===== src/vtsi_pkg.sv =====
// shared types and constants for the velocity time-sync interpolator
`default_nettype none
package vtsi_pkg;

    localparam int STAMP_W   = 48;
    localparam int VEL_W     = 32;
    localparam int AXES      = 6;
    localparam int ROW_W     = AXES * VEL_W;
    localparam int GAP_W     = 24;
    localparam int MAG_W     = 33;
    localparam int PROD_W    = 82;
    localparam int HALF_W    = 24;
    localparam int Q_W       = 35;
    localparam int SUM_W     = 36;
    localparam int DIV_STEPS = 41;
    localparam int CNT_W     = 6;

    localparam logic [GAP_W-1:0] GAP_RESET = 24'd200000;
    localparam logic [Q_W-1:0]   Q_LIMIT   = 35'h400000000;

    localparam logic [1:0] STATUS_STORED  = 2'd0;
    localparam logic [1:0] STATUS_FULL    = 2'd1;
    localparam logic [1:0] STATUS_SYNCED  = 2'd2;
    localparam logic [1:0] STATUS_NO_SYNC = 2'd3;

    typedef enum logic [2:0] {
        S_IDLE,
        S_RD,
        S_CMP,
        S_MUL_LO,
        S_MUL_HI,
        S_DIV,
        S_FIN,
        S_EMIT
    } state_t;

    typedef struct packed {
        logic load;
        logic mul_lo;
        logic mul_hi;
        logic div_step;
        logic finish;
    } lane_ctrl_t;

endpackage
`default_nettype wire


===== src/vtsi_mem.sv =====
// sample storage: stamp memory and velocity row memory, two read ports each
`default_nettype none
module vtsi_mem #(
    parameter int DEPTH = 16
) (
    input  wire logic                                clk,
    input  wire logic                                we,
    input  wire logic [$clog2(DEPTH)-1:0]            waddr,
    input  wire logic [vtsi_pkg::STAMP_W-1:0]        wstamp,
    input  wire logic [vtsi_pkg::ROW_W-1:0]          wvel,
    input  wire logic [$clog2(DEPTH)-1:0]            raddr0,
    input  wire logic [$clog2(DEPTH)-1:0]            raddr1,
    output logic      [vtsi_pkg::STAMP_W-1:0]        rstamp0,
    output logic      [vtsi_pkg::STAMP_W-1:0]        rstamp1,
    output logic      [vtsi_pkg::ROW_W-1:0]          rvel0,
    output logic      [vtsi_pkg::ROW_W-1:0]          rvel1
);

    logic [vtsi_pkg::STAMP_W-1:0] stamp_mem [DEPTH];
    logic [vtsi_pkg::ROW_W-1:0]   vel_mem   [DEPTH];

    always_ff @(posedge clk)
    begin
        if (we)
        begin
            stamp_mem[waddr] <= wstamp;
            vel_mem[waddr]   <= wvel;
        end
    end

    always_ff @(posedge clk)
    begin
        rstamp0 <= stamp_mem[raddr0];
        rstamp1 <= stamp_mem[raddr1];
        rvel0   <= vel_mem[raddr0];
        rvel1   <= vel_mem[raddr1];
    end

endmodule
`default_nettype wire


===== config.mk =====
export PLATFORM = sky130hd
export DESIGN_NAME = vtsi_mem
export DESIGN_NICKNAME = d
export VERILOG_FILES = /design/src/vtsi_pkg.sv /design/src/vtsi_mem.sv
export SDC_FILE = /design/constraint.sdc
export NUM_CORES = 2
export LEC_CHECK = 0
export BUFFER_PORTS_ARGS = -buffer_cell sky130_fd_sc_hd__buf_2
export CAP_MARGIN = 20
export CORE_MARGIN = 4
export CORE_UTILIZATION = 40
export CTS_CLUSTER_SIZE = 30
export DETAILED_ROUTE_END_ITERATION = 8
export RECOVER_POWER = 50
export SETUP_SLACK_MARGIN = 0.15
export SLEW_MARGIN = 20
export SYNTH_ARGS = -nofsm -noshare
export SYNTH_HDL_FRONTEND = slang
export SYNTH_SLANG_ARGS = --single-unit
export TNS_END_PERCENT = 30

===== constraint.sdc =====
create_clock -name clk -period 23.1 [get_ports clk]
set_clock_uncertainty 0.2 [all_clocks]
set_input_delay 4.62 -clock clk [delete_from_list [all_inputs] [get_ports clk]]
set_output_delay 4.62 -clock clk [all_outputs]
set_load 0.005 [all_outputs]

==> metrics <==
Unique masters post-synth 27; initial antenna violation count ~130; worst max-slew margin expressed relative to the limit -511.0%; aggregate routed wire length a little under 600000 um; largest buffer count on any clock path 4; pins over their slew limit 540; GRT met3 Usage around 4.5%; synthesis-to-layout area growth 13.99%; outcome finished, violations left; H-tree depth 5; fraction of post-synthesis cell area in the top cell type by area roughly 64%; min-delay src vel_mem[14][143]; Worst Max-Slew Pin Slew around 9 ns; sinks on the clock net about 4300; final weighted congestion in routability-driven placement 0.7931; hold depth 4; Final WS setup 9.125 ns; iteration count of the initial detailed-routing pass 5; CTS tree done; Initial DRC Count 13090; tightest hold margin between 0.4 and 0.5 ns; register-to-register setup slack 21.23 ns; capture endpoint of the worst hold path rvel1[143]; Final Cycle Share roughly three fifths; Final ANT Viol Nets 0; number of enable flip-flop cells after synthesis roughly 3800; async set or reset register ratio after synthesis 0%; combined area of all synthesized cells 0.1815 mm^2; Detail Placement HPWL roughly 330000 um; final setup violation count 0; wire length of the first global-routing pass between 800000 and 900000 um; most congested layer reported by global routing met2; total negative setup slack 0 ns; top achievable clock speed 71.56 MHz; highest ir drop seen on vdd 71.30 uV; die extent in x approximately 700 um; total I/O pin count 734; PwrDens 85.62 mW/mm^2; CP Data Required Time 23.50 ns; core area ~0.45 mm^2; critical path capture point type register; leading cell types by count after synthesis sky130_fd_sc_hd__edfxtp_1 (3840), sky130_fd_sc_hd__mux4_2 (1684), sky130_fd_sc_hd__a22oi_1 (833); path type of the worst setup path in2reg; final non-filler cell total approximately 16000; global route total overflow 0; average routed wire per standard cell between 30 and 40 um; dominant cells by area after synthesis sky130_fd_sc_hd__edfxtp_1 (64%), sky130_fd_sc_hd__mux4_2 (21%), sky130_fd_sc_hd__dfxtp_1 (5.3%); maximum fanout encountered on the critical timing path 86; met1 global-route usage 32.21%; clock latency of the later-clocked register in the worst-skew pair 1.01 ns; pin count of the biggest net entering global routing 118; Seq/Total Area, Yosys between 60% and 70%; die height a little under 700 um; number of standard-cell rows in the floorplan around 250; Clock Pin Slew Worst Setup and Hold Paths 0.06 ns; reg2reg start vel_mem[3][85]; number of maximum-capacitance constraint violations 15; Die Area between 0.4 and 0.5 mm^2; count of buffers inserted at the top-level ports ~730; kind of start point of the critical path input port; Total GRT Usage about a quarter; met2 usage in global routing a little over 40%; Syn Area/Cell slightly above 20 um^2; Main synth FF type sky130_fd_sc_hd__edfxtp_1; Total Power Consumption 17.72 mW; placed instance area around 0.19 mm^2; number of warnings printed during yosys synthesis 0; unrepaired setup endpoints after global routing false; worst min-delay path category reg2reg; count of cells resized by post-cts repair 0; final critical-path required period ~14 ns; DR vias ~100k; number of standard cells after synthesis slightly below 9000; Remaining DRCs 0; worst reg-to-reg path cell count 3; Total Nets Final 9912; WP data arrival 14.38 ns; via count of the first global-routing pass approximately 110k; Placed Cells ~15000; clock tree root driver cell sky130_fd_sc_hd__clkbuf_16; Post-Synthesis Net Count between 9000 and 10000; violated checks capacitance limit, slew limit; setup repair bufs after CTS 0; share of cells above drive strength 1 a little under a third; synthesis-stage register bit count roughly 4300; number of buffers created by CTS roughly 450; endpoint of the worst-slack reg-to-reg timing path rvel1[85]; vias per std cell between 6 and 7; number of hold-repair buffers added at the cts stage 0; Post-Layout Inst Area about 0.21 mm^2; endpoints failing hold 0; most frequently used cell type in the post-synthesis netlist sky130_fd_sc_hd__edfxtp_1; pre-CTS setup slack roughly 13 ns; initial standard-cell utilization of the core ~40%; Leakage a little under 70 nW; Post-Route Utilization between 40% and 50%; library cell occupying the most area in the post-synthesis netlist sky130_fd_sc_hd__edfxtp_1
## state kept, by name, indices dropped and copies added (netlist names)
signal / count
vel_mem: 3072
stamp_mem: 768
rvel0: 192
rvel1: 192
rstamp0: 48
rstamp1: 48
## cell type report
cell class	count	area, um^2
fill	37860	245500
sequential	4320	124900
multi-input combinational	3909	53490
clock buffer	596	12370
tap	5976	7477
timing repair buffer	976	5500
clock inverter	258	2989
antenna	66	165.2
## critical path, cell delays in order
cell and delay, ns:
sky130_fd_sc_hd__clkbuf_1 0.22, sky130_fd_sc_hd__nand2b_1 0.27, sky130_fd_sc_hd__nor2_4 0.14, sky130_fd_sc_hd__clkbuf_1 6.21
sky130_fd_sc_hd__buf_4 1.23, sky130_fd_sc_hd__buf_4 0.68, sky130_fd_sc_hd__buf_4 0.77
## how the worst max path moves through the flow
stage / from / end / cells past startpoint
floorplan: waddr[3] / stamp_mem[0][0] / 2
global placement: raddr0[0] / rvel0[48] / 8
detailed placement: raddr0[0] / rvel0[57] / 8
CTS: raddr0[0] / rvel0[56] / 8
global route: waddr[1] / vel_mem[14][150] / 7
finish: waddr[1] / vel_mem[14][162] / 7
## placed cells by master (no fill, tap or decap), drive strengths merged, types with 18 or more instances in the layout
| cell | count |
|---|---|
| edfxtp | 3840 |
| mux4 | 1684 |
| clkbuf | 852 |
| a22oi | 833 |
| buf | 720 |
| mux2i | 485 |
| dfxtp | 480 |
| nand2 | 404 |
| o22ai | 204 |
| clkinv | 174 |
| nor2 | 120 |
| nand3 | 101 |
| diode | 66 |
| bufinv | 51 |
| clkinvlp | 20 |
| o21ai | 18 |
## logic make-up (layout without fill, tap and decap cells)
family	count (synthesis)	in the layout	synth area share, %
compound gates	1065	1065	4.246
other cells	0	66	0
simple gates	675	675	1.537
buf+inv	678	1830	1.825
mux	2169	2169	23.57
flops	4320	4320	68.82
## where the power goes
group	total [mW]	leakage, nW	switching [mW]	internal [mW]
Combinational	1.32	21.2	0.785	0.533
Sequential	8.92	38.7	0.169	8.75
Clock	7.48	7.48	3.13	4.35
## metal layers
layer  routed length [um]  vias up
li1                     -    39930
met1               220600    55480
met2               288800     5693
met3                50770     1245
met4                26980       50
met5                  336        -
(Power assumes the default switching activity.)
