`config.mk`:
```
export PLATFORM = sky130hd
export DESIGN_NAME = vtsi_lane
export DESIGN_NICKNAME = d
export VERILOG_FILES = /design/src/vtsi_pkg.sv /design/src/vtsi_lane.sv
export SDC_FILE = /design/constraint.sdc
export NUM_CORES = 2
export LEC_CHECK = 0
export BUFFER_PORTS_ARGS = -buffer_cell sky130_fd_sc_hd__buf_2
export CORE_ASPECT_RATIO = 0.7
export CORE_MARGIN = 5
export CORE_UTILIZATION = 35
export DETAILED_ROUTE_END_ITERATION = 12
export GPL_TIMING_DRIVEN = 0
export PLACE_DENSITY_LB_ADDON = 0.05
export SYNTH_ARGS = -nofsm -noshare
export SYNTH_HDL_FRONTEND = slang
export SYNTH_SLANG_ARGS = --single-unit
export TNS_END_PERCENT = 10
```
`constraint.sdc`:
```
create_clock -name clk -period 27.9 [get_ports clk]
set_input_delay 5.58 -clock clk [delete_from_list [all_inputs] [get_ports clk]]
set_output_delay 5.58 -clock clk [all_outputs]
set_load 0.05 [all_outputs]
```
`src/vtsi_pkg.sv`:
```
// shared types and constants for the velocity time-sync interpolator
`default_nettype none
package vtsi_pkg;

    localparam int STAMP_W   = 48;
    localparam int VEL_W     = 32;
    localparam int AXES      = 6;
    localparam int ROW_W     = AXES * VEL_W;
    localparam int GAP_W     = 24;
    localparam int MAG_W     = 33;
    localparam int PROD_W    = 82;
    localparam int HALF_W    = 24;
    localparam int Q_W       = 35;
    localparam int SUM_W     = 36;
    localparam int DIV_STEPS = 41;
    localparam int CNT_W     = 6;

    localparam logic [GAP_W-1:0] GAP_RESET = 24'd200000;
    localparam logic [Q_W-1:0]   Q_LIMIT   = 35'h400000000;

    localparam logic [1:0] STATUS_STORED  = 2'd0;
    localparam logic [1:0] STATUS_FULL    = 2'd1;
    localparam logic [1:0] STATUS_SYNCED  = 2'd2;
    localparam logic [1:0] STATUS_NO_SYNC = 2'd3;

    typedef enum logic [2:0] {
        S_IDLE,
        S_RD,
        S_CMP,
        S_MUL_LO,
        S_MUL_HI,
        S_DIV,
        S_FIN,
        S_EMIT
    } state_t;

    typedef struct packed {
        logic load;
        logic mul_lo;
        logic mul_hi;
        logic div_step;
        logic finish;
    } lane_ctrl_t;

endpackage
`default_nettype wire

```
`src/vtsi_lane.sv`:
```
// one axis: split multiply, radix-4 restoring divide, saturating sum
`default_nettype none
module vtsi_lane (
    input  wire logic                              clk,
    input  wire vtsi_pkg::lane_ctrl_t              ctrl,
    input  wire logic signed [vtsi_pkg::VEL_W-1:0] f_in,
    input  wire logic signed [vtsi_pkg::VEL_W-1:0] g_in,
    input  wire logic [vtsi_pkg::STAMP_W-1:0]      uw,
    input  wire logic [vtsi_pkg::STAMP_W-1:0]      ud,
    input  wire logic                              neg_s,
    input  wire logic                              eq,
    output logic signed [vtsi_pkg::VEL_W-1:0]      res
);

    localparam int PP_W = vtsi_pkg::MAG_W + vtsi_pkg::HALF_W;

    logic signed [vtsi_pkg::VEL_W-1:0] f_reg;
    logic [vtsi_pkg::MAG_W-1:0]        um_reg;
    logic                              negl_reg;
    logic [vtsi_pkg::PROD_W-1:0]       prod_reg;
    logic [vtsi_pkg::STAMP_W-1:0]      rem_reg;
    logic [vtsi_pkg::PROD_W-1:0]       quo_reg;

    logic signed [vtsi_pkg::MAG_W-1:0] delta;
    logic [vtsi_pkg::HALF_W-1:0]       mul_sel;
    logic [PP_W-1:0]                   pp;
    logic [vtsi_pkg::STAMP_W:0]        s1, s2, r1, r2, ud_x;
    logic                              ge1, ge2;
    logic                              q_big;
    logic [vtsi_pkg::Q_W-1:0]          qc;
    logic signed [vtsi_pkg::SUM_W-1:0] fs, qs, sum;
    logic signed [vtsi_pkg::VEL_W-1:0] sat;

    assign delta   = {g_in[vtsi_pkg::VEL_W-1], g_in} - {f_in[vtsi_pkg::VEL_W-1], f_in};
    assign mul_sel = ctrl.mul_hi ? uw[vtsi_pkg::STAMP_W-1:vtsi_pkg::HALF_W]
                                 : uw[vtsi_pkg::HALF_W-1:0];
    assign pp      = um_reg * mul_sel;

    // two quotient bits per step
    assign ud_x = {1'b0, ud};
    assign s1   = {rem_reg, prod_reg[vtsi_pkg::PROD_W-1]};
    assign ge1  = s1 >= ud_x;
    assign r1   = ge1 ? s1 - ud_x : s1;
    assign s2   = {r1[vtsi_pkg::STAMP_W-1:0], prod_reg[vtsi_pkg::PROD_W-2]};
    assign ge2  = s2 >= ud_x;
    assign r2   = ge2 ? s2 - ud_x : s2;

    assign q_big = quo_reg > vtsi_pkg::PROD_W'(vtsi_pkg::Q_LIMIT);
    assign qc    = q_big ? vtsi_pkg::Q_LIMIT : quo_reg[vtsi_pkg::Q_W-1:0];
    assign fs    = vtsi_pkg::SUM_W'(f_reg);
    assign qs    = $signed({1'b0, qc});
    assign sum   = (negl_reg ^ neg_s) ? fs - qs : fs + qs;

    always_comb
    begin
        if (!sum[vtsi_pkg::SUM_W-1] && (|sum[vtsi_pkg::SUM_W-2:vtsi_pkg::VEL_W-1]))
            sat = {1'b0, {(vtsi_pkg::VEL_W-1){1'b1}}};
        else if (sum[vtsi_pkg::SUM_W-1] && !(&sum[vtsi_pkg::SUM_W-2:vtsi_pkg::VEL_W-1]))
            sat = {1'b1, {(vtsi_pkg::VEL_W-1){1'b0}}};
        else
            sat = sum[vtsi_pkg::VEL_W-1:0];
    end

    always_ff @(posedge clk)
    begin
        if (ctrl.load)
        begin
            f_reg    <= f_in;
            um_reg   <= delta[vtsi_pkg::MAG_W-1] ? -delta : delta;
            negl_reg <= delta[vtsi_pkg::MAG_W-1];
        end
        if (ctrl.mul_lo)
            prod_reg <= vtsi_pkg::PROD_W'(pp);
        if (ctrl.mul_hi)
        begin
            prod_reg <= prod_reg + (vtsi_pkg::PROD_W'(pp) << vtsi_pkg::HALF_W);
            rem_reg  <= '0;
            quo_reg  <= '0;
        end
        if (ctrl.div_step)
        begin
            prod_reg <= prod_reg << 2;
            rem_reg  <= r2[vtsi_pkg::STAMP_W-1:0];
            quo_reg  <= {quo_reg[vtsi_pkg::PROD_W-3:0], ge1, ge2};
        end
        if (ctrl.finish)
            res <= eq ? f_reg : sat;
    end

endmodule
`default_nettype wire

```
==> reports/results.txt <==
slew margin rel. -> 6.51%
Post-DP HPWL -> 164000 um
initial antenna violation count -> 27
crit path time final -> 18.43 ns
Seq cells post-synth -> 310
R2R Setup Slk -> 15.74 ns
Layout Cells excl Fill -> 8257
effective utilization at floorplan -> 35.1%
via count -> 43600
die area -> 0.159 mm^2
main flop type after synthesis -> edfxtp_1
post-synthesis sequential area ratio -> 17.6%
CP peak stage delay -> 0.88 ns
most used cell, CP -> fa_1
worst-path fanout max -> 10
Critical Path Start Type -> input pin
Reg clk slew, reported paths -> 0.07 ns
antenna viol nets, final -> 0
Hold Path Depth -> 2
post-synth top area share -> 26.0%
Die X -> 474 um
num rows -> 119
RSZ-0062 raised after global routing -> no
Synth Warn # -> 0
Fin Setup TNS -> 0 ns
Clock Tree Buf Depth -> 3
final setup violation count -> 0
GPL Wtd Cong -> 0.903
Setup Buffers After CTS -> 0
Worst Reg-to-Reg Cells -> 35
status -> complete, no violations
gr usage total -> 24.1%
layout cells sized above 1 -> 6.55%
Worst Path Arrival -> 18.77 ns
drt wl/cell -> 23.6 um
Max H-tree Level -> 2
Worst Setup End Kind -> register
Die H -> 335 um
max reg flops -> 82
syn_area_per_cell -> 8.84 um^2
Post-Syn Area -> 0.0528 mm^2
first-pass GRT wire length -> 286000 um
Synth-to-Final Area Change -> 9.13%
Hold/Removal Path Class -> register to register
CTS root buffer -> clkbuf_16
vias in the first global route -> 42100
Distinct cells, synth -> 104
io pins -> 200
grt total ovfl -> 0
CP required -> 28.24 ns
CTS resizes -> 0
cell taking the most area after synthesis -> fa_1
Final Hold Viols -> 0
largest net degree at the start of global routing -> 92
CTS Buf Count -> 36
max-slew violation count -> 0
nets@finish -> 7476
FF-to-FF End -> prod_reg[81]
asr flop ratio synth -> 0%
Port Buffers -> 198
Crit Path Category -> input pin to register
Initial DRC Count -> 3843
CTS sink cnt -> 310
Remaining DRCs -> 0
RR Startpoint -> um_reg[6]
TritonRoute pass-1 iters -> 6
Syn Inst Count -> 5976
Hold-fix buffers, CTS -> 0
EDFF count, synth -> 308
Clk Latency, worst-skew pair -> 0.61 ns
Worst-Margin Slew -> 1.39 ns
fin crit share -> 66.0%
Crit-path slowest cell -> mux2i_1
Core ar. -> 0.150 mm^2
syn nets -> 7237
placed cell count -> 8173
routed wire length -> 194000 um
CTS tree -> done
vias per cell -> 5.28
Peak Freq -> 54.3 MHz
top cells by area, synth -> fa_1 26%, edfxtp_1 18%, ha_1 9.7%
Fin Clk Skew -> 0.0258 ns
max_cap viols -> 0
synthesized netlist by cell type, drive strengths merged, types with 40 or more instances:
cell	number
nand3	62
a211oi	47
nand4	45
xnor2	179
nor3	69
and2	375
a21oi	363
clkbuf	244
ha	408
a21o	156
o21bai	47
fa	685
o21ai	242
nand2b	40
xor2	102
nor2b	153
mux2	58
inv	927
a31oi	59
o21a	40
nor2	190
buf	41
nand2	745
edfxtp	308
layout make-up:
cell class                      count  area [um^2]
Fill cell                       15600        92600
Clock buffer                       44          931
Buffer                            285         1180
Sequential cell                   310         9290
Timing Repair Buffer              201         1060
Multi-Input combinational cell   4454        38900
Clock inverter                     21          269
Tap cell                         1996         2500
Inverter                          927         3490
Antenna cell                       19         47.5
metrics by stage:
stage / util [%] / worst slack, ns / cell area (um^2) / hold slack (ns)
after global routing: 38.3 / 8.97 / 57600 / 0.523
after CTS: 38.3 / 9.60 / 57600 / 0.488
after floorplan: - / 12.48 / 52800 / 0.446
after detailed placement: 37.5 / 8.97 / 56400 / 0.476
final: 38.4 / 9.47 / 57600 / 0.488
after global placement: 37.5 / 8.98 / 56300 / 0.465
cell families after synthesis:
group,count (synthesis),synth area share [%]
DFF,310,17.6
muxes,78,1.62
adders and majority gates,1093,35.6
xor gates and xnor gates,281,4.68
and+or+nand+nor,1830,17.3
buffers and inverters,1212,8.83
AOI/OAI and AO/OA,1172,14.4
worst max path at each step:
| stage | endpoint | slack [ns] | from | cells past startpoint |
|---|---|---|---|---|
| floorplan | prod_reg[81] | 12.48 | ctrl[2] | 41 |
| global placement | prod_reg[81] | 8.98 | ctrl[2] | 39 |
| detailed placement | prod_reg[81] | 8.97 | ctrl[2] | 39 |
| CTS | prod_reg[81] | 9.60 | ctrl[2] | 39 |
| global route | prod_reg[81] | 8.97 | ctrl[2] | 39 |
| finish | prod_reg[81] | 9.47 | ctrl[2] | 39 |
metal layers:
metal	vias to the layer above	GRT usage, %	share of wire (%)
li1	20200	-	-
met1	21900	39.3	52
met2	1346	33.4	40
met3	105	4.61	7.7
met4	4	2.82	1.1
met5	-	0	0.014
placed cells by master (no fill, tap or decap), types with 39 or more instances in the layout:
cell | netlist | routed
nand2b_1 | 40 | 40
ha_1 | 408 | 408
mux2_2 | 58 | 58
xor2_1 | 102 | 102
nand2_1 | 745 | 745
inv_1 | 926 | 925
and3_1 | 39 | 39
buf_2 | 20 | 217
nor3_1 | 66 | 66
a21o_1 | 156 | 156
edfxtp_1 | 308 | 308
a31oi_1 | 58 | 58
nor2b_1 | 153 | 153
o21ai_0 | 229 | 229
and2_1 | 374 | 374
fa_1 | 685 | 685
clkbuf_1 | 244 | 251
a21oi_1 | 360 | 360
nand3_1 | 61 | 61
xnor2_1 | 178 | 178
o21bai_1 | 47 | 47
nor2_1 | 190 | 190
o21a_1 | 40 | 40
nand4_1 | 45 | 45
critical path: cells and delay by family:
| family | cells | cell delay [ns] |
|---|---|---|
| multiplexers | 1 | 0.88 |
| XOR/XNOR | 1 | 0.69 |
| AND/OR/NAND/NOR | 12 | 2.68 |
| adder cells (fa/ha/maj) | 9 | 4.00 |
| buffers and inverters | 9 | 3.01 |
| AO/OA/AOI/OAI | 7 | 1.83 |
Power is not shown: default switching activity piles up to over one toggle a cycle in this logic, so the estimate is an artifact.
